$ cat config.mk
export PLATFORM = sky130hd
export DESIGN_NAME = ipd_mqtt_publish_deframer_top
export DESIGN_NICKNAME = d
export VERILOG_FILES = /design/src/rtl/core/ipd_pkg.sv /design/src/rtl/core/ipd_front.sv /design/src/rtl/core/ipd_queue.sv /design/src/rtl/core/ipd_back.sv /design/src/rtl/core/ipd_mqtt_publish_deframer_top.sv
export SDC_FILE = /design/constraint.sdc
export NUM_CORES = 1
export LEC_CHECK = 0
export ABC_CLOCK_PERIOD_IN_PS = 5540
export BUFFER_PORTS_ARGS = -buffer_cell sky130_fd_sc_hd__buf_4
export CORE_ASPECT_RATIO = 1.2
export CORE_UTILIZATION = 60
export CTS_BUF_LIST = sky130_fd_sc_hd__clkbuf_16
export DETAILED_ROUTE_END_ITERATION = 8
export PLACE_DENSITY = 0.77
export SETUP_SLACK_MARGIN = 0.15
export SYNTH_ARGS = -nofsm -noshare
export SYNTH_HDL_FRONTEND = slang
export SYNTH_SLANG_ARGS = --single-unit
$ cat constraint.sdc
create_clock -name i_clk -period 5.54 [get_ports i_clk]
set_input_delay 1.108 -clock i_clk [delete_from_list [all_inputs] [get_ports i_clk]]
set_output_delay 1.108 -clock i_clk [all_outputs]
set_load 0.03 [all_outputs]
$ cat src/rtl/core/ipd_pkg.sv
// Shared types, constants and helpers for the +IPD publish deframer.
// Depends on nothing; every other file of the block imports it.
package ipd_pkg;

    // Frame, topic and message limits (16-bit quantities).
    localparam logic [15:0] FRAME_LIMIT   = 16'd512;
    localparam logic [15:0] TOPIC_LIMIT   = 16'd64;
    localparam logic [15:0] MESSAGE_LIMIT = 16'd256;

    // Default depth of the queue between parser and output stage.
    localparam int QUEUE_DEPTH_DEF = 2;

    // Header byte test: high nibble of a publish header.
    localparam logic [7:0] HDR_MASK    = 8'hF0;
    localparam logic [7:0] HDR_PUBLISH = 8'h30;

    localparam logic [7:0] CHR_PLUS  = 8'h2B;
    localparam logic [7:0] CHR_COLON = 8'h3A;
    localparam logic [7:0] CHR_ZERO  = 8'h30;
    localparam logic [7:0] CHR_NINE  = 8'h39;

    typedef enum logic [2:0] {
        PH_HUNT       = 3'd0,
        PH_LEN_FIRST  = 3'd1,
        PH_LEN_DIGITS = 3'd2,
        PH_SKIP       = 3'd3,
        PH_PAYLOAD    = 3'd4
    } t_phase;

    typedef enum logic [1:0] {
        EV_TOPIC     = 2'd0,
        EV_MESSAGE   = 2'd1,
        EV_MALFORMED = 2'd2,
        EV_OVERFLOW  = 2'd3
    } t_event;

    typedef struct packed {
        logic [7:0] data_byte;
        t_event     event_res;
        logic       end_of_message;
    } t_result;

    // Characters of the "+IPD," prefix, by match position.
    function automatic logic [7:0] prefix_char(input logic [2:0] idx);
        logic [7:0] c;
        case (idx)
            3'd0:    c = 8'h2B;
            3'd1:    c = 8'h49;
            3'd2:    c = 8'h50;
            3'd3:    c = 8'h44;
            3'd4:    c = 8'h2C;
            default: c = 8'h2B;
        endcase
        return c;
    endfunction

endpackage

$ cat src/rtl/core/ipd_front.sv
// Front part: byte parser for the +IPD stream and the publish decoder.
// Depends on ipd_pkg; pushes result beats into ipd_queue.
module ipd_front (
    input  logic             i_clk,
    input  logic             i_rst_n,
    input  logic             i_cfg_wr_en,
    input  logic             i_cfg_wr_data,
    input  logic             i_accept,
    input  logic [7:0]       i_rx_byte,
    output logic             o_push,
    output ipd_pkg::t_result o_res
);
    import ipd_pkg::*;

    localparam logic [15:0] MSG_CAP = MESSAGE_LIMIT - 16'd1;
    // A first non-digit after the length is byte one of the skip count.
    localparam logic SKIP_FIRST_OVF = (17'd1 >= {1'b0, FRAME_LIMIT});

    t_phase      r_phase, n_phase;
    logic [2:0]  r_pm, n_pm;
    logic [15:0] r_dl, n_dl;
    logic [15:0] r_pos, n_pos;
    logic [15:0] r_tl, n_tl;
    logic        r_pa, n_pa;
    logic [15:0] r_me, n_me;
    logic [15:0] r_cap, n_cap;
    logic        r_deliver_enable;

    logic        w_digit, w_colon, w_plus;
    logic [19:0] w_len_x10;
    logic [15:0] w_len_next;
    logic [16:0] w_pos_inc;
    logic        w_len_over, w_len_zero, w_skip_ovf, w_pay_done;
    logic [15:0] w_tl_new, w_cap_raw, w_cap, w_me_inc;
    logic        w_topic_bad, w_pub_start, w_pos_ge4, w_in_topic, w_msg_more;
    logic [2:0]  w_idx;
    logic        w_prefix_hit;

    assign w_digit    = (i_rx_byte >= CHR_ZERO) && (i_rx_byte <= CHR_NINE);
    assign w_colon    = (i_rx_byte == CHR_COLON);
    assign w_plus     = (i_rx_byte == CHR_PLUS);
    assign w_len_x10  = {1'b0, r_dl, 3'd0} + {3'd0, r_dl, 1'b0} + {16'd0, i_rx_byte[3:0]};
    assign w_len_next = (w_len_x10 > 20'h0FFFF) ? 16'hFFFF : w_len_x10[15:0];
    assign w_pos_inc  = {1'b0, r_pos} + 17'd1;
    assign w_len_over = (r_dl > FRAME_LIMIT);
    assign w_len_zero = (r_dl == 16'd0);
    assign w_skip_ovf = (w_pos_inc >= {1'b0, FRAME_LIMIT});
    assign w_pay_done = (w_pos_inc >= {1'b0, r_dl});

    assign w_tl_new    = {r_tl[15:8], i_rx_byte};
    assign w_topic_bad = !((({1'b0, w_tl_new} + 17'd4) < {1'b0, r_dl}) &&
                           (w_tl_new < TOPIC_LIMIT));
    assign w_cap_raw   = r_dl - 16'd4 - w_tl_new;
    assign w_cap       = (w_cap_raw > MSG_CAP) ? MSG_CAP : w_cap_raw;
    assign w_pub_start = (r_dl > 16'd4) && ((i_rx_byte & HDR_MASK) == HDR_PUBLISH) &&
                         r_deliver_enable;
    assign w_pos_ge4   = (r_pos >= 16'd4);
    assign w_in_topic  = ({1'b0, r_pos} < ({1'b0, r_tl} + 17'd4));
    assign w_msg_more  = (r_me < r_cap);
    assign w_me_inc    = r_me + 16'd1;

    assign w_idx        = (r_pm > 3'd4) ? 3'd0 : r_pm;
    assign w_prefix_hit = (i_rx_byte == prefix_char(w_idx));

    // Next-state logic.
    always_comb begin
        n_phase = r_phase;
        n_pm    = r_pm;
        n_dl    = r_dl;
        n_pos   = r_pos;
        n_tl    = r_tl;
        n_pa    = r_pa;
        n_me    = r_me;
        n_cap   = r_cap;
        if (i_accept) begin
            case (r_phase)
                PH_LEN_FIRST: begin
                    if (w_digit) begin
                        n_dl    = {12'd0, i_rx_byte[3:0]};
                        n_phase = PH_LEN_DIGITS;
                    end else begin
                        n_phase = PH_HUNT;
                        n_pm    = {2'd0, w_plus};
                        n_pos   = 16'd0;
                        n_pa    = 1'b0;
                    end
                end
                PH_LEN_DIGITS, PH_SKIP: begin
                    if ((r_phase == PH_LEN_DIGITS) && w_digit) begin
                        n_dl = w_len_next;
                    end else if (w_colon) begin
                        n_pos = 16'd0;
                        n_pa  = 1'b0;
                        if (w_len_over || w_len_zero) begin
                            n_phase = PH_HUNT;
                            n_pm    = 3'd0;
                        end else begin
                            n_phase = PH_PAYLOAD;
                        end
                    end else if ((r_phase == PH_LEN_DIGITS) ? SKIP_FIRST_OVF : w_skip_ovf) begin
                        n_phase = PH_HUNT;
                        n_pm    = {2'd0, w_plus};
                        n_pos   = 16'd0;
                        n_pa    = 1'b0;
                    end else begin
                        n_phase = PH_SKIP;
                        n_pos   = (r_phase == PH_LEN_DIGITS) ? 16'd1 : w_pos_inc[15:0];
                    end
                end
                PH_PAYLOAD: begin
                    if (r_pos == 16'd0) begin
                        n_pa = w_pub_start;
                        n_tl = 16'd0;
                        n_me = 16'd0;
                    end else if (r_pa) begin
                        if (r_pos == 16'd2) begin
                            n_tl = {i_rx_byte, 8'd0};
                        end else if (r_pos == 16'd3) begin
                            n_tl  = w_tl_new;
                            n_cap = w_cap;
                            if (w_topic_bad) begin
                                n_pa = 1'b0;
                            end
                        end else if (w_pos_ge4 && !w_in_topic && w_msg_more) begin
                            n_me = w_me_inc;
                        end
                    end
                    if (w_pay_done) begin
                        n_phase = PH_HUNT;
                        n_pm    = 3'd0;
                        n_pos   = 16'd0;
                        n_pa    = 1'b0;
                    end else begin
                        n_pos = w_pos_inc[15:0];
                    end
                end
                default: begin
                    n_phase = PH_HUNT;
                    if (w_prefix_hit) begin
                        if (w_idx == 3'd4) begin
                            n_pm    = 3'd0;
                            n_dl    = 16'd0;
                            n_phase = PH_LEN_FIRST;
                        end else begin
                            n_pm = w_idx + 3'd1;
                        end
                    end else begin
                        n_pm = {2'd0, w_plus};
                    end
                end
            endcase
        end
    end

    // Result beat logic.
    always_comb begin
        logic emit;
        emit                 = 1'b0;
        o_res.data_byte      = 8'd0;
        o_res.event_res      = EV_OVERFLOW;
        o_res.end_of_message = 1'b0;
        case (r_phase)
            PH_LEN_DIGITS: begin
                if (!w_digit) begin
                    emit = w_colon ? w_len_over : SKIP_FIRST_OVF;
                end
            end
            PH_SKIP: begin
                emit = w_colon ? w_len_over : w_skip_ovf;
            end
            PH_PAYLOAD: begin
                if ((r_pos != 16'd0) && r_pa) begin
                    if (r_pos == 16'd3) begin
                        emit            = w_topic_bad;
                        o_res.event_res = EV_MALFORMED;
                    end else if (w_pos_ge4) begin
                        o_res.data_byte = i_rx_byte;
                        if (w_in_topic) begin
                            emit            = 1'b1;
                            o_res.event_res = EV_TOPIC;
                        end else begin
                            emit                 = w_msg_more;
                            o_res.event_res      = EV_MESSAGE;
                            o_res.end_of_message = (w_me_inc == r_cap);
                        end
                    end
                end
            end
            default: begin
                emit = 1'b0;
            end
        endcase
        o_push = emit && i_accept;
    end

    always_ff @(posedge i_clk) begin
        if (!i_rst_n) begin
            r_phase          <= PH_HUNT;
            r_pm             <= 3'd0;
            r_dl             <= 16'd0;
            r_pos            <= 16'd0;
            r_tl             <= 16'd0;
            r_pa             <= 1'b0;
            r_me             <= 16'd0;
            r_cap            <= 16'd0;
            r_deliver_enable <= 1'b0;
        end else begin
            r_phase <= n_phase;
            r_pm    <= n_pm;
            r_dl    <= n_dl;
            r_pos   <= n_pos;
            r_tl    <= n_tl;
            r_pa    <= n_pa;
            r_me    <= n_me;
            r_cap   <= n_cap;
            if (i_cfg_wr_en) begin
                r_deliver_enable <= i_cfg_wr_data;
            end
        end
    end

endmodule

$ cat src/rtl/core/ipd_queue.sv
// Short result queue between the parser and the output stage.
// Depends on ipd_pkg for the result beat type.
module ipd_queue #(
    parameter int DEPTH = ipd_pkg::QUEUE_DEPTH_DEF
) (
    input  logic             i_clk,
    input  logic             i_rst_n,
    input  logic             i_push,
    input  ipd_pkg::t_result i_data,
    input  logic             i_pop,
    output logic             o_ready,
    output logic             o_valid,
    output ipd_pkg::t_result o_data
);
    import ipd_pkg::*;

    localparam int PTR_W = (DEPTH > 1) ? $clog2(DEPTH) : 1;
    localparam int CNT_W = $clog2(DEPTH + 1);

    t_result             r_mem [DEPTH];
    logic [PTR_W-1:0]    r_wr, n_wr, r_rd, n_rd;
    logic [CNT_W-1:0]    r_cnt, n_cnt;

    assign o_ready = (r_cnt != CNT_W'(DEPTH));
    assign o_valid = (r_cnt != '0);
    assign o_data  = r_mem[r_rd];

    always_comb begin
        n_wr = r_wr;
        n_rd = r_rd;
        if (i_push) begin
            n_wr = (r_wr == PTR_W'(DEPTH - 1)) ? '0 : r_wr + 1'b1;
        end
        if (i_pop) begin
            n_rd = (r_rd == PTR_W'(DEPTH - 1)) ? '0 : r_rd + 1'b1;
        end
        case ({i_push, i_pop})
            2'b10:   n_cnt = r_cnt + 1'b1;
            2'b01:   n_cnt = r_cnt - 1'b1;
            default: n_cnt = r_cnt;
        endcase
    end

    always_ff @(posedge i_clk) begin
        if (i_push) begin
            r_mem[r_wr] <= i_data;
        end
    end

    always_ff @(posedge i_clk) begin
        if (!i_rst_n) begin
            r_wr  <= '0;
            r_rd  <= '0;
            r_cnt <= '0;
        end else begin
            r_wr  <= n_wr;
            r_rd  <= n_rd;
            r_cnt <= n_cnt;
        end
    end

endmodule

$ cat src/rtl/core/ipd_back.sv
// Back part: output register that presents result beats to the consumer.
// Depends on ipd_pkg; drains ipd_queue.
module ipd_back (
    input  logic             i_clk,
    input  logic             i_rst_n,
    input  logic             i_q_valid,
    input  ipd_pkg::t_result i_q_data,
    output logic             o_pop,
    input  logic             i_res_ready,
    output logic             o_res_valid,
    output ipd_pkg::t_result o_res
);
    import ipd_pkg::*;

    logic    r_valid, n_valid;
    t_result r_res;

    assign o_pop       = i_q_valid && (!r_valid || i_res_ready);
    assign o_res_valid = r_valid;
    assign o_res       = r_res;

    always_comb begin
        if (o_pop) begin
            n_valid = 1'b1;
        end else if (i_res_ready) begin
            n_valid = 1'b0;
        end else begin
            n_valid = r_valid;
        end
    end

    always_ff @(posedge i_clk) begin
        if (o_pop) begin
            r_res <= i_q_data;
        end
    end

    always_ff @(posedge i_clk) begin
        if (!i_rst_n) begin
            r_valid <= 1'b0;
        end else begin
            r_valid <= n_valid;
        end
    end

endmodule

$ cat src/rtl/core/ipd_mqtt_publish_deframer_top.sv
// Top level of the +IPD publish deframer: parser, result queue, output stage.
// Depends on ipd_pkg, ipd_front, ipd_queue and ipd_back.
//
//  Channel   Direction  Handshake                    Payload
//  rx        in         i_rx_valid / o_rx_ready      i_rx_byte[7:0]
//  result    out        o_res_valid / i_res_ready    o_data_byte, o_event_res, o_end_of_message
//  config    in         i_cfg_wr_en (no wait)        i_cfg_wr_data (deliver enable)
//
// Each received byte is parsed as it is taken, so one rx beat is taken every cycle
// while the result queue has room; the parser state update on each accepted byte sets that rate.
// A result beat is written into the queue when its rx beat is taken and is then moved
// into the output register, from which the consumer can take it.
// Reset is synchronous and active low, and there is no clearing pass.
// A stalled consumer first fills the output register, then the queue of QUEUE_DEPTH beats;
// only then does o_rx_ready drop, and bytes that give no result are not held back sooner.
module ipd_mqtt_publish_deframer_top #(
    parameter int QUEUE_DEPTH = ipd_pkg::QUEUE_DEPTH_DEF
) (
    input  logic       i_clk,
    input  logic       i_rst_n,
    input  logic       i_cfg_wr_en,
    input  logic       i_cfg_wr_data,
    input  logic       i_rx_valid,
    output logic       o_rx_ready,
    input  logic [7:0] i_rx_byte,
    output logic       o_res_valid,
    input  logic       i_res_ready,
    output logic [7:0] o_data_byte,
    output logic [1:0] o_event_res,
    output logic       o_end_of_message
);
    import ipd_pkg::*;

    logic    w_accept;
    logic    w_push;
    t_result w_push_data;
    logic    w_q_valid;
    t_result w_q_data;
    logic    w_pop;
    t_result w_res;

    // Any byte can produce a result beat, so the parser only takes a byte
    // when the queue can hold one.
    assign w_accept = i_rx_valid && o_rx_ready;

    ipd_front u_front (
        .i_clk         (i_clk),
        .i_rst_n       (i_rst_n),
        .i_cfg_wr_en   (i_cfg_wr_en),
        .i_cfg_wr_data (i_cfg_wr_data),
        .i_accept      (w_accept),
        .i_rx_byte     (i_rx_byte),
        .o_push        (w_push),
        .o_res         (w_push_data)
    );

    ipd_queue #(
        .DEPTH (QUEUE_DEPTH)
    ) u_queue (
        .i_clk   (i_clk),
        .i_rst_n (i_rst_n),
        .i_push  (w_push),
        .i_data  (w_push_data),
        .i_pop   (w_pop),
        .o_ready (o_rx_ready),
        .o_valid (w_q_valid),
        .o_data  (w_q_data)
    );

    ipd_back u_back (
        .i_clk       (i_clk),
        .i_rst_n     (i_rst_n),
        .i_q_valid   (w_q_valid),
        .i_q_data    (w_q_data),
        .o_pop       (w_pop),
        .i_res_ready (i_res_ready),
        .o_res_valid (o_res_valid),
        .o_res       (w_res)
    );

    assign o_data_byte      = w_res.data_byte;
    assign o_event_res      = w_res.event_res;
    assign o_end_of_message = w_res.end_of_message;

    // The end-of-message flag only ever rides on a message byte.
    a_eom_on_message: assert property (@(posedge i_clk) disable iff (!i_rst_n)
        (o_res_valid && o_end_of_message) |-> (o_event_res == EV_MESSAGE))
        else $error("end of message flagged on a non-message beat");

    // Error events carry a zero data byte.
    a_error_zero_data: assert property (@(posedge i_clk) disable iff (!i_rst_n)
        (o_res_valid && ((o_event_res == EV_MALFORMED) || (o_event_res == EV_OVERFLOW)))
        |-> (o_data_byte == 8'd0))
        else $error("error event with nonzero data byte");

    // A pushed result is never lost: next cycle it sits in the queue or the output stage.
    a_push_kept: assert property (@(posedge i_clk) disable iff (!i_rst_n)
        w_push |=> (w_q_valid || o_res_valid))
        else $error("result beat lost after push");

    // A push is only made while the queue has room.
    a_no_overfill: assert property (@(posedge i_clk) disable iff (!i_rst_n)
        w_push |-> o_rx_ready)
        else $error("push into a full queue");

endmodule

### After elaboration in Yosys (flattened, before gate mapping)

Memory sizes are Yosys's and may differ from the RTL's. A register that Yosys moved wholly into a read port is not among the register bits.
Index checks and enable logic that the tools add are counted.

| storage, ports and cells | value |
|---|---|
| register bits | 93 |
| memory bits (writable) | 22 |
| output and inout bits | 13 |
| word-level logic and storage cells | 188 |
| memories kept | 1 |

Memories:

| name | depth | bits a word | rd ports | clocked after memory_dff | write ports | RTL line | source |
|---|---|---|---|---|---|---|---|
| u_queue.r_mem | 2 | 11 | 1 | 1 | 1 | ipd_queue.sv:20 | `t_result r_mem [DEPTH];` |

| cells by class | value |
|---|---|
| $add $sub $neg | 13 |
| $lt $le $gt $ge | 14 |
| equal/unequal tests | 27 |
| muxes and demuxes | 77 |
| bitwise logic cells | 3 |
| reduce and logical (&&, ||, !) cells | 39 |

Operators by type and width:

| kind | count |
|---|---|
| $mux 16 | 20 |
| $pmux 16 s3 | 2 |
| $mux 3 | 13 |
| $add 16x3->17 const B | 2 |
| $mux 11 | 3 |
| $eq 16x2->1 const B | 2 |
| $logic_not 16->1 | 2 |
| $mux 1 | 28 |
| $pmux 7 s4 | 1 |
| $reduce_and 6->1 | 4 |
| $add 19x17->20 | 1 |
| $add 20x4->20 | 1 |
| $gt 20x16->1 const B | 1 |
| $pmux 3 s3 | 2 |
| $add 16x1->17 const B | 1 |
| $ge 17x10->1 const B | 1 |
| $ge 17x16->1 | 1 |
| $lt 16x17->1 | 1 |
| $lt 17x16->1 | 1 |
| $add 16x1->16 const B | 1 |
| $eq 16x16->1 | 1 |
| $eq 8x6->1 const B | 2 |
| $ge 16x3->1 const B | 1 |
| $gt 16x10->1 const B | 1 |
| 39 further kinds | 80 |

### Logic depth before layout (Yosys ltp)

Gate-level depths: netlist of run 1.

| logic depth | value |
|---|---|
| depth in word-level cells | 10 |
| mapped depth | 18 |
| mapped depth without buffers | 18 |

### Cells and area by module

From an unflattened synthesis of run 1, not the netlist that was laid out.

| unflattened totals | value |
|---|---|
| cells, all modules | 1,194 |
| area, all modules | 10,252.3 sq um |

Modules (own cells, without submodules):

| module | instances | cells an instance | area each (sq um) | seq. area each (sq um) |
|---|---|---|---|---|
| ipd_front | 1 | 1,122 | 8,862.2 | 1,761.7 |
| ipd_queue | 1 | 56 | 1,006.0 | 760.7 |
| ipd_back | 1 | 15 | 377.9 | 350.3 |
| ipd_mqtt_publish_deframer_top | 1 | 1 | 6.3 | 0.0 |

### Least setup slack after synthesis of run 1

Ideal clock, no wire load.

| timing path | value |
|---|---|
| path type | input port to flip-flop |
| start | input i_rx_byte[5] |
| end | memory u_queue.r_mem[0][0] (netlist bit) (enable) |
| setup time | 0.378 ns |
| arrival | 4.048 ns |
| setup slack | 1.114 ns |
| cell stages on the path | 15 |
| cell sequence | clkbuf_1 -> and3_1 -> and2_1 -> nand4_1 -> or2_2 -> xnor2_1 -> ha_1 -> nand2_1 -> nor3_1 -> o21ai_0 -> o211ai_1 -> a41o_1 -> nor3b_1 -> nor3_1 -> nor2_1 |

| on the way | value |
|---|---|
| cells in the longest elaborated chain, start to end | 10 |

Ends and longest elaborated chain:

| item | RTL line | source |
|---|---|---|
| start: declaration | ipd_mqtt_publish_deframer_top.sv:25 | `input logic [7:0] i_rx_byte,` |
| $add 16x3->17 | ipd_front.sv:51 | `assign w_topic_bad = !((({1'b0, w_tl_new} + 17'd4) < {1'b0, r_dl}) &&` |
| $lt 17x16->1 | ipd_front.sv:51 |  |
| $logic_and 1x1->1 | ipd_front.sv:51 |  |
| $logic_not 1->1 | ipd_front.sv:51 |  |
| $mux 1 | ipd_front.sv:173 | `if (r_pos == 16'd3) begin` |
| $mux 1 | ipd_front.sv:172 | `if ((r_pos != 16'd0) && r_pa) begin` |
| $pmux 1 s3 * | ipd_front.sv:162 | `case (r_phase)` |
| $logic_and 1x1->1 * | ipd_front.sv:193 | `o_push = emit && i_accept;` |
| $mux 1 * | ipd_queue.sv:45 | `if (i_push) begin` |
| $mux 1 (implied by the code) * | ipd_queue.sv:46 | `r_mem[r_wr] <= i_data;` |
| end: declaration | ipd_queue.sv:20 |  |

Mark *: on every way between the ends. The rest lies on a longest branch, timed or not.

### Worst setup path in the final report of run 1

| timing path | value |
|---|---|
| start | input i_rx_byte[4] |
| end | register u_queue.r_cnt[1] |

| on the way | value |
|---|---|
| cells in the longest elaborated chain, start to end | 10 |

Ends and longest elaborated chain:

| item | RTL line | source |
|---|---|---|
| $add 16x3->17 | ipd_front.sv:51 |  |
| $lt 17x16->1 | ipd_front.sv:51 |  |
| $logic_and 1x1->1 | ipd_front.sv:51 |  |
| $logic_not 1->1 | ipd_front.sv:51 |  |
| $mux 1 | ipd_front.sv:173 |  |
| $mux 1 | ipd_front.sv:172 |  |
| $pmux 1 s3 * | ipd_front.sv:162 |  |
| $logic_and 1x1->1 * | ipd_front.sv:193 |  |
| $eq 2x1->1 / $eq 2x2->1 (equally long branches) | ipd_queue.sv:37 | `case ({i_push, i_pop})` |
| $pmux 2 s2 / $reduce_bool 2->1 (equally long branches) | -- |  |
| end signal: assignment | ipd_queue.sv:58 | `r_cnt <= n_cnt;` |
| end: declaration | ipd_queue.sv:22 | `logic [CNT_W-1:0] r_cnt, n_cnt;` |

Marked as above.
A chain may end at the register's enable or synchronous reset.

==> impl_metrics.toml, run 1 <==
[outcome]
status = "finished clean"

[detailed_routing]
dr.pass1.iters = 5
post_drt_wl_per_cell_um = 19.3
drt-initial-drc-count = 610
drc_errors = 0
ant_nets = 0
dr_total_vias = 8805
postRouteWirelength_um = 26900
viasPerCell = 6.31

[yosys]
ys_types = 81
synth_top_family_by_area = "simple AND/OR/NAND/NOR gates"
synthAdderAreaFrac_pct = 17.7
yosysTopAreaCellShare_pct = 18.6
synth_xor_xnor_area_share_pct = 8.24
syn_area_per_cell_um2 = 8.59
synth_mux_area_share_pct = 2.04
synth-seq-cells = 126
syn_area_mm2 = 0.00999
ys_async_sr_fraction_pct = 0
synth_edf_count = 33
syn-instance-count = 1164
synth_compound_area_share_pct = 18.5
synth_simple_gate_area_share_pct = 19.5
synth_area_leader_cell = "dfxtp_1"
ys.flop_type = "dfxtp_1"
synth_area_leaders = "dfxtp_1 (19%), ha_1 (17%), edfxtp_1 (9.9%)"
synth_warnings = 0
ys_seq_area_share_pct = 28.5
synth_nets = 1317

[sta]
hold_viol = 0
finalSetupViolations = 0
clock.fmax_mhz = 231
rsz0062_at_grt = "no"
setup_slack_ns = 1.20
slew_violations = 0
tightestPinTransition_ns = 1.17
relSlewSlack_pct = 20.9
min_period_ns = 4.34
clock_skew_ns = 0.00788
fin_crit_sh_pct = 78.3
hold_slack_ns = 0.483
fin_setup_tns_ns = 0

[global_route]
grt_max_degree = 34
grt-ovfl-total = 0
grt_antenna_before_repair = 0
grt_pass1_vias = 8573
grt_pass1_wl_um = 43000
grt_usage_pct = 32.4

[die]
io_pins = 27
die_w_um = 120
rows = 51
die_height_um = 143
initial_core_util_pct = 61.4
core-area_mm2 = 0.0163
dieArea_mm2 = 0.0172

[worst_setup_path]
cp-start-kind = "input port"
crit_fanout = 11
worstSetupPathType = "in -> reg"
crit_path_end_kind = "flip-flop"
required_ns = 5.90
worstPathArrival_ns = 4.70

[cells_and_area]
fin_nets = 1323
final_cell_mix = "ha_1 (136), nor2_1 (94), inv_1 (93), dfxtp_1 (93), a21oi_1 (70)"
layoutNonFillerInstCount = 1395
drive_above_1_share_pct = 8.03
diodes = 0
final_common_cell = "ha_1"
num-fill-cells = 1357
syn_to_final_growth_pct = 9.11

[clock_network]
cts_tree = "done"
htreeDepth = 4
clock_latency_ns = 0.44
post-cts-setup-buffers = 0
cts_made_buffers = 17
cts.sinks = 126
root_buffer = "clkbuf_16"
cts_resized = 0
ctsHoldBuffers = 0
cts.path.max_buffers = 2
clkSlewWorstSetupHoldPaths_ns = 0.06

[pwr]
p_total_w = 0.00243
peakVddDrop_v = 0.000212
power.density_cell_area_mw_per_mm2 = 223
leakagePower_nw = 4.51

[place]
post-place-ws_ns = 0.901
place_inst = 1363
place_congestion = 0.959
dp_hpwl_um = 20300
place.port_buffers = 26

[run]
cap_violations = 0

[hold_path]
hold_path_class = "reg -> reg"
-- layer usage --
metal | wire (um) | track usage [%] | part of all wire (%) | up-vias
met4 | 1660 | 22.2 | 6.2 | 0
met5 | 0 | 0 | 0 | -
met2 | 13400 | 58.1 | 50 | 291
li1 | - | - | - | 4271
met1 | 10700 | 35.0 | 40 | 4129
met3 | 1090 | 5.12 | 4.1 | 114
-- path summary, 6_finish.rpt --
path | from | endpoint | slack (ns) | cells after the start
hold reg to reg | u_front.r_cap[10]$_SDFFE_PN0P_ | u_front.r_cap[10]$_SDFFE_PN0P_ | 0.48 | 2
setup reg to reg | u_front.r_pos[0]$_SDFFE_PN0P_ | u_front.r_pm[0]$_SDFFE_PN0P_ | 1.35 | 15
setup / recovery | i_rx_byte[4] | u_queue.r_cnt[1]$_SDFFE_PN0P_ | 1.20 | 17
hold / removal | u_front.r_cap[10]$_SDFFE_PN0P_ | u_front.r_cap[10]$_SDFFE_PN0P_ | 0.48 | 2
-- cell families after synthesis --
group / after synthesis
xor gates and xnor gates: 94
and+or+nand+nor: 376
buffers and inverters: 139
AOI/OAI and AO/OA: 270
adders and majority gates: 140
DFF: 126
muxes: 19
-- area by class of cell --
class	instances	area, um2	area share, %
multi-input combinational	899	6600	60.5
sequential	126	2850	26.2
clock inverter	15	163	1.49
timing repair buffer	33	248	2.27
clock buffer	17	425	3.90
inverter	93	349	3.20
tap	212	265	2.43
-- power breakdown --
group          internal (W)  total, W  leakage, nW  switching, W
registers          0.000971  0.000998         1.03     0.0000271
logic              0.000122  0.000312         3.20      0.000190
clock network      0.000668   0.00112        0.280      0.000454
-- registers in the layout, summed over array words and instances, names as in the netlist --
name,cells
u_front.r_phase,3
u_front.r_cap,16
u_queue.r_cnt,2
u_front.r_pm,3
u_queue.r_mem,22
u_front.r_me,16
u_queue.r_rd,1
u_front.r_dl,16
u_front.r_pos,16
u_back.o_res_valid,1
u_front.r_deliver_enable,1
u_front.r_pa,1
u_back.o_res,11
u_front.r_tl,16
u_queue.r_wr,1
-- synthesized netlist by cell type, drive strengths merged, types with 28 or more instances --
library cell  count
inv              93
nor2             95
a21oi            71
ha              136
xor2             30
nand3            56
xnor2            64
nand4            28
edfxtp           33
nor3             33
nand2            62
dfxtp            93
clkbuf           33
o21ai            51
-- metrics by stage --
stage	cell area, um2	utilization [%]
CTS	10900	67.0
finish	10900	67.0
floorplan	9990	-
global route	10900	67.0
global placement	10300	63.4
detailed placement	10300	63.4
-- critical path: stages --
cell      delay (ns)
buf_4           0.16
and3_1          0.20
and2_1          0.16
nand4_1         0.19
or2_2           0.38
xnor2_1         0.13
ha_1            0.28
nand2_1         0.07
nor3_1          0.19
o21ai_0         0.13
o211ai_1        0.13
a41o_1          0.23
nor3b_1         0.38
nor3_1          0.12
ha_1            0.37
or3_1           0.35
a21oi_1         0.13
No activity file was read; power rests on OpenSTA's default activity.
==> run 2: changes to the inputs <==
Settings changed: ABC_CLOCK_PERIOD_IN_PS 5540 to 4300.
Clock period 5.54 ns to 4.3 ns, I/O delays scaled along.
==> impl_metrics.toml, run 2 (synthesized netlist as in run 1, its figures left out) <==
[detailed_routing]
viasPerCell = 6.29
dr_total_vias = 8943
post_drt_wl_per_cell_um = 18.9
postRouteWirelength_um = 26900
ant_nets = 0
drt-initial-drc-count = 589
drc_errors = 0
dr.pass1.iters = 5

[cells_and_area]
fin_util_pct = 68.3
layoutNonFillerInstCount = 1421
final_cell_mix = "ha_1 (136), nor2_1 (93), dfxtp_1 (93)"
diodes = 0
syn_to_final_growth_pct = 11.1
largest_reg_flops = 22
drive_above_1_share_pct = 10.3
final_common_cell = "ha_1"
fin_nets = 1349
regMostFlops = "u_queue.r_mem"

[global_route]
grt_antenna_before_repair = 0
grt_pass1_wl_um = 43000
grt_max_degree = 35
grt_pass1_vias = 8759
top_usage_layer = "met2"
grt_usage_pct = 32.3
grt.met1_usage_pct = 34.7
grt-ovfl-total = 0
use_met3_pct = 6.51
grt_util_met2_pct = 59.2

[worst_setup_path]
cp_slowest_cell = "ha_1"
path_buf_inv = 1
cp-start-kind = "input port"
worstPathArrival_ns = 4.15
r2r_cells = 16
r2r_slack_ns = 0.58
crit_fanout = 3
worstSetupPathType = "in -> reg"
crit_cells = 17
crit_path_end_kind = "flip-flop"
path_cells = "buf_4 > and3_1 > and2_1 > nand4_1 > or2_2 > xnor2_1 > ha_1 > nand2_1 > nor3_1 > o21ai_0 > o211ai_1 > a41o_1 > nor3b_1 > nor3_1 > ha_1 > or3_1 > a21oi_1"
slowest_delay_ns = 0.35
required_ns = 4.66
cpLargestDelayFamily = "simple AND/OR/NAND/NOR gates"

[pwr]
p_total_w = 0.00316
peakVddDrop_v = 0.000267
power.density_cell_area_mw_per_mm2 = 284
leakagePower_nw = 4.65

[die]
dieArea_mm2 = 0.0172
die_w_um = 120
die_height_um = 143
io_pins = 27
initial_core_util_pct = 61.4
core-area_mm2 = 0.0163
rows = 51

[clock_network]
clkSlewWorstSetupHoldPaths_ns = 0.07
clock_latency_ns = 0.44
cts_made_buffers = 17
htreeDepth = 4
root_buffer = "clkbuf_16"
cts_tree = "done"
cts.path.max_buffers = 2
ctsHoldBuffers = 0
cts.sinks = 126

[sta]
relSlewSlack_pct = 31.1
clock.fmax_mhz = 264
slew_violations = 0
finalSetupViolations = 0
fin_crit_sh_pct = 88.0
tightestPinTransition_ns = 1.03
fin_setup_tns_ns = 0
min_period_ns = 3.78
clock_skew_ns = 0.0132
hold_viol = 0
rsz0062_at_grt = "no"

[hold_path]
hold_path_class = "reg -> reg"
min_path_cells = 2

[run]
cap_violations = 0

[place]
dp_hpwl_um = 20500
place.port_buffers = 26
place_congestion = 0.967
place_inst = 1389

[outcome]
status = "finished clean"
==> run 2: cell count changes in the layout (fill, tap and decap cells not counted), sizes merged <==
cell | before | now
buf | 33 | 59
inv | 99 | 104
clkinvlp | 4 | 1
bufinv | 2 | 1
clkinv | 3 | 2
==> run 2: report_power, final <==
part           switching, W  internal [W]  leakage (nW)
clock network      0.000629      0.000826         0.291
logic              0.000248      0.000170          3.33
registers         0.0000336       0.00125          1.03
==> run 2: area by class of cell <==
cell class | count | area [um2]
Timing Repair Buffer | 59 | 443
Clock buffer | 17 | 425
Multi-Input combinational cell | 899 | 6610
Clock inverter | 15 | 163
Inverter | 93 | 349
Tap cell | 212 | 265
Sequential cell | 126 | 2850
Fill cell | 1360 | 5160
==> run 2: what timing repair did <==
action	4_1_cts	5_1_grt
resized for setup	0	1
setup endpoints to repair	0	1
setup buffers	0	0
endpoints found under the hold margin	0	0
==> run 2: layer usage <==
layer | vias to the layer above | routed length (um)
li1 | 4327 | -
met1 | 4198 | 10400
met2 | 334 | 13600
met3 | 84 | 1530
met4 | 0 | 1320
met5 | - | 0
==> run 2: final timing paths <==
| check | start | to |
|---|---|---|
| max | i_rx_byte[4] | u_queue.r_cnt[1]$_SDFFE_PN0P_ |
| min | u_front.r_cap[11]$_SDFFE_PN0P_ | u_front.r_cap[11]$_SDFFE_PN0P_ |
| max reg2reg | u_front.r_tl[4]$_SDFFE_PN0P_ | u_queue.r_cnt[1]$_SDFFE_PN0P_ |
| min reg2reg | u_front.r_cap[11]$_SDFFE_PN0P_ | u_front.r_cap[11]$_SDFFE_PN0P_ |
==> run 2: tightest hold or removal path: cells and delay by family, from the launching register on <==
| family | cells | cell delay [ns] |
|---|---|---|
| buffers and inverters | 1 | 0.07 |
| and+or+nand+nor | 1 | 0.05 |
| DFF | 1 | 0.32 |
==> run 2: per-stage QoR <==
stage | setup WS (ns) | hold WS, ns | instance area [um2]
4_1_cts | 0.468 | 0.479 | 11100
2_1_floorplan | 0.137 | 0.456 | 10000
5_1_grt | 0.272 | 0.496 | 11100
6_report | 0.516 | 0.476 | 11100
3_3_place_gp | 0.139 | 0.464 | 10500
3_5_place_dp | 0.105 | 0.469 | 10500
==> run 3: changes to the inputs <==
Settings changed: CORE_UTILIZATION 60 to 40, PLACE_DENSITY 0.77 to default.
==> impl_metrics.toml, run 3 (synthesized netlist as in run 1, its figures left out) <==
[detailed_routing]
postRouteWirelength_um = 27300
drt-initial-drc-count = 461
dr.pass1.iters = 9
drc_errors = 0
dr_total_vias = 8614
post_drt_wl_per_cell_um = 17.8
viasPerCell = 5.62
ant_nets = 0

[sta]
hold_viol = 0
hold_slack_ns = 0.480
slew_violations = 0
fin_setup_tns_ns = 0
clock.fmax_mhz = 259
clock_skew_ns = 0.0117
min_period_ns = 3.86
fin_crit_sh_pct = 89.8
finalSetupViolations = 0
rsz0062_at_grt = "no"
tightestPinTransition_ns = 1.29
setup_slack_ns = 0.437
relSlewSlack_pct = 13.3

[cells_and_area]
final_area_mm2 = 0.0112
final_common_cell = "ha_1"
fin_util_pct = 45.7
drive_above_1_share_pct = 9.86
diodes = 0
largest_reg_flops = 22
regMostFlops = "u_queue.r_mem"
final_cell_mix = "ha_1 (136), inv_1 (94), nor2_1 (93), dfxtp_1 (93), a21oi_1 (70)"
fin_nets = 1347
syn_to_final_growth_pct = 12.5

[pwr]
power.density_cell_area_mw_per_mm2 = 283
leakagePower_nw = 4.64
peakVddDrop_v = 0.000311

[clock_network]
cts_made_buffers = 17
clock_latency_ns = 0.43
htreeDepth = 4
cts_tree = "done"
ctsHoldBuffers = 0
cts.path.max_buffers = 2
post-cts-setup-buffers = 0
cts.sinks = 126
root_buffer = "clkbuf_16"
cts_resized = 0
clkSlewWorstSetupHoldPaths_ns = 0.06

[global_route]
grt_usage_pct = 22.0
grt_pass1_wl_um = 44200
grt_pass1_vias = 8544
grt_max_degree = 24
grt_antenna_before_repair = 0
grt-ovfl-total = 0

[place]
dpl-instance-area_mm2 = 0.0106
place_congestion = 0.910
place.port_buffers = 26
post-place-ws_ns = 0.174
dp_hpwl_um = 21200

[outcome]
status = "finished clean"

[hold_path]
hold_path_class = "reg -> reg"
min_path_cells = 2

[die]
io_pins = 27
dieArea_mm2 = 0.0256
die_height_um = 175
core-area_mm2 = 0.0246
rows = 63
initial_core_util_pct = 40.6
die_w_um = 146

[worst_setup_path]
r2r_cells = 16
worstPathArrival_ns = 4.22
crit_path_end_kind = "flip-flop"
r2r_slack_ns = 0.44
worstSetupPathType = "reg -> reg"
required_ns = 4.65
crit_fanout = 5
cp-start-kind = "flip-flop"

[run]
cap_violations = 0
-- run 3: cell count changes in the layout (fill, tap and decap cells not counted) --
| cell | previous run | this run |
|---|---|---|
| clkinv_2 | 1 | 2 |
| bufinv_16 | 1 | 3 |
| buf_4 | 59 | 57 |
| inv_6 | 5 | 1 |
| inv_1 | 92 | 94 |
| clkinvlp_4 | 1 | 3 |
| a211oi_2 | 2 | 1 |
| a211oi_1 | 11 | 12 |
| clkinv_4 | 1 | 4 |
| inv_8 | 6 | 0 |
-- run 3: metal layers --
| metal | up-vias | GRT usage (%) | wire length, um |
|---|---|---|---|
| met2 | 229 | 37.9 | 13300 |
| met3 | 78 | 3.92 | 1250 |
| met1 | 3996 | 25.7 | 11500 |
| li1 | 4311 | - | - |
| met5 | - | 0 | 0 |
| met4 | 0 | 12.4 | 1350 |
-- run 3: worst paths after layout --
path,start,to
hold / removal,u_front.r_cap[15]$_SDFFE_PN0P_,u_front.r_cap[15]$_SDFFE_PN0P_
hold reg to reg,u_front.r_cap[15]$_SDFFE_PN0P_,u_front.r_cap[15]$_SDFFE_PN0P_
setup reg to reg,u_front.r_tl[4]$_SDFFE_PN0P_,u_queue.r_cnt[1]$_SDFFE_PN0P_
setup / recovery,u_front.r_tl[4]$_SDFFE_PN0P_,u_queue.r_cnt[1]$_SDFFE_PN0P_
-- run 3: cell type report --
type                       count  area, um2
sequential                   126       2850
clock buffer                  17        425
inverter                      93        349
timing repair buffer          57        428
fill                        2438      13400
clock inverter                15        174
tap                          325        407
multi-input combinational    899       6600
-- run 3: worst max-delay path: stages (launching register included) --
cell      delay, ns
dfxtp_1        0.40
and3_1         0.19
and3_1         0.22
and2_1         0.22
nand4_1        0.13
xor2_1         0.18
ha_1           0.29
a21o_1         0.18
a221oi_1       0.26
o21ai_0        0.11
nand2_1        0.12
nand2_1        0.08
a211oi_1       0.39
nor3_1         0.17
ha_1           0.36
or3_1          0.35
a21oi_1        0.14
-- run 3: through the flow --
stage	std cells	power [W]
after global placement	1500	0.00172
final	1532	0.00318
after global routing	1532	0.00329
after detailed placement	1500	0.00172
after floorplan	1164	0.00159
after CTS	1532	0.00320
-- run 3: power breakdown --
group	switching [W]	total (W)	internal, W	leakage [nW]
Sequential	0.0000340	0.00129	0.00125	1.03
Combinational	0.000249	0.000412	0.000163	3.32
Clock	0.000573	0.00148	0.000909	0.292
Total	0.000856	0.00318	0.00232	4.64
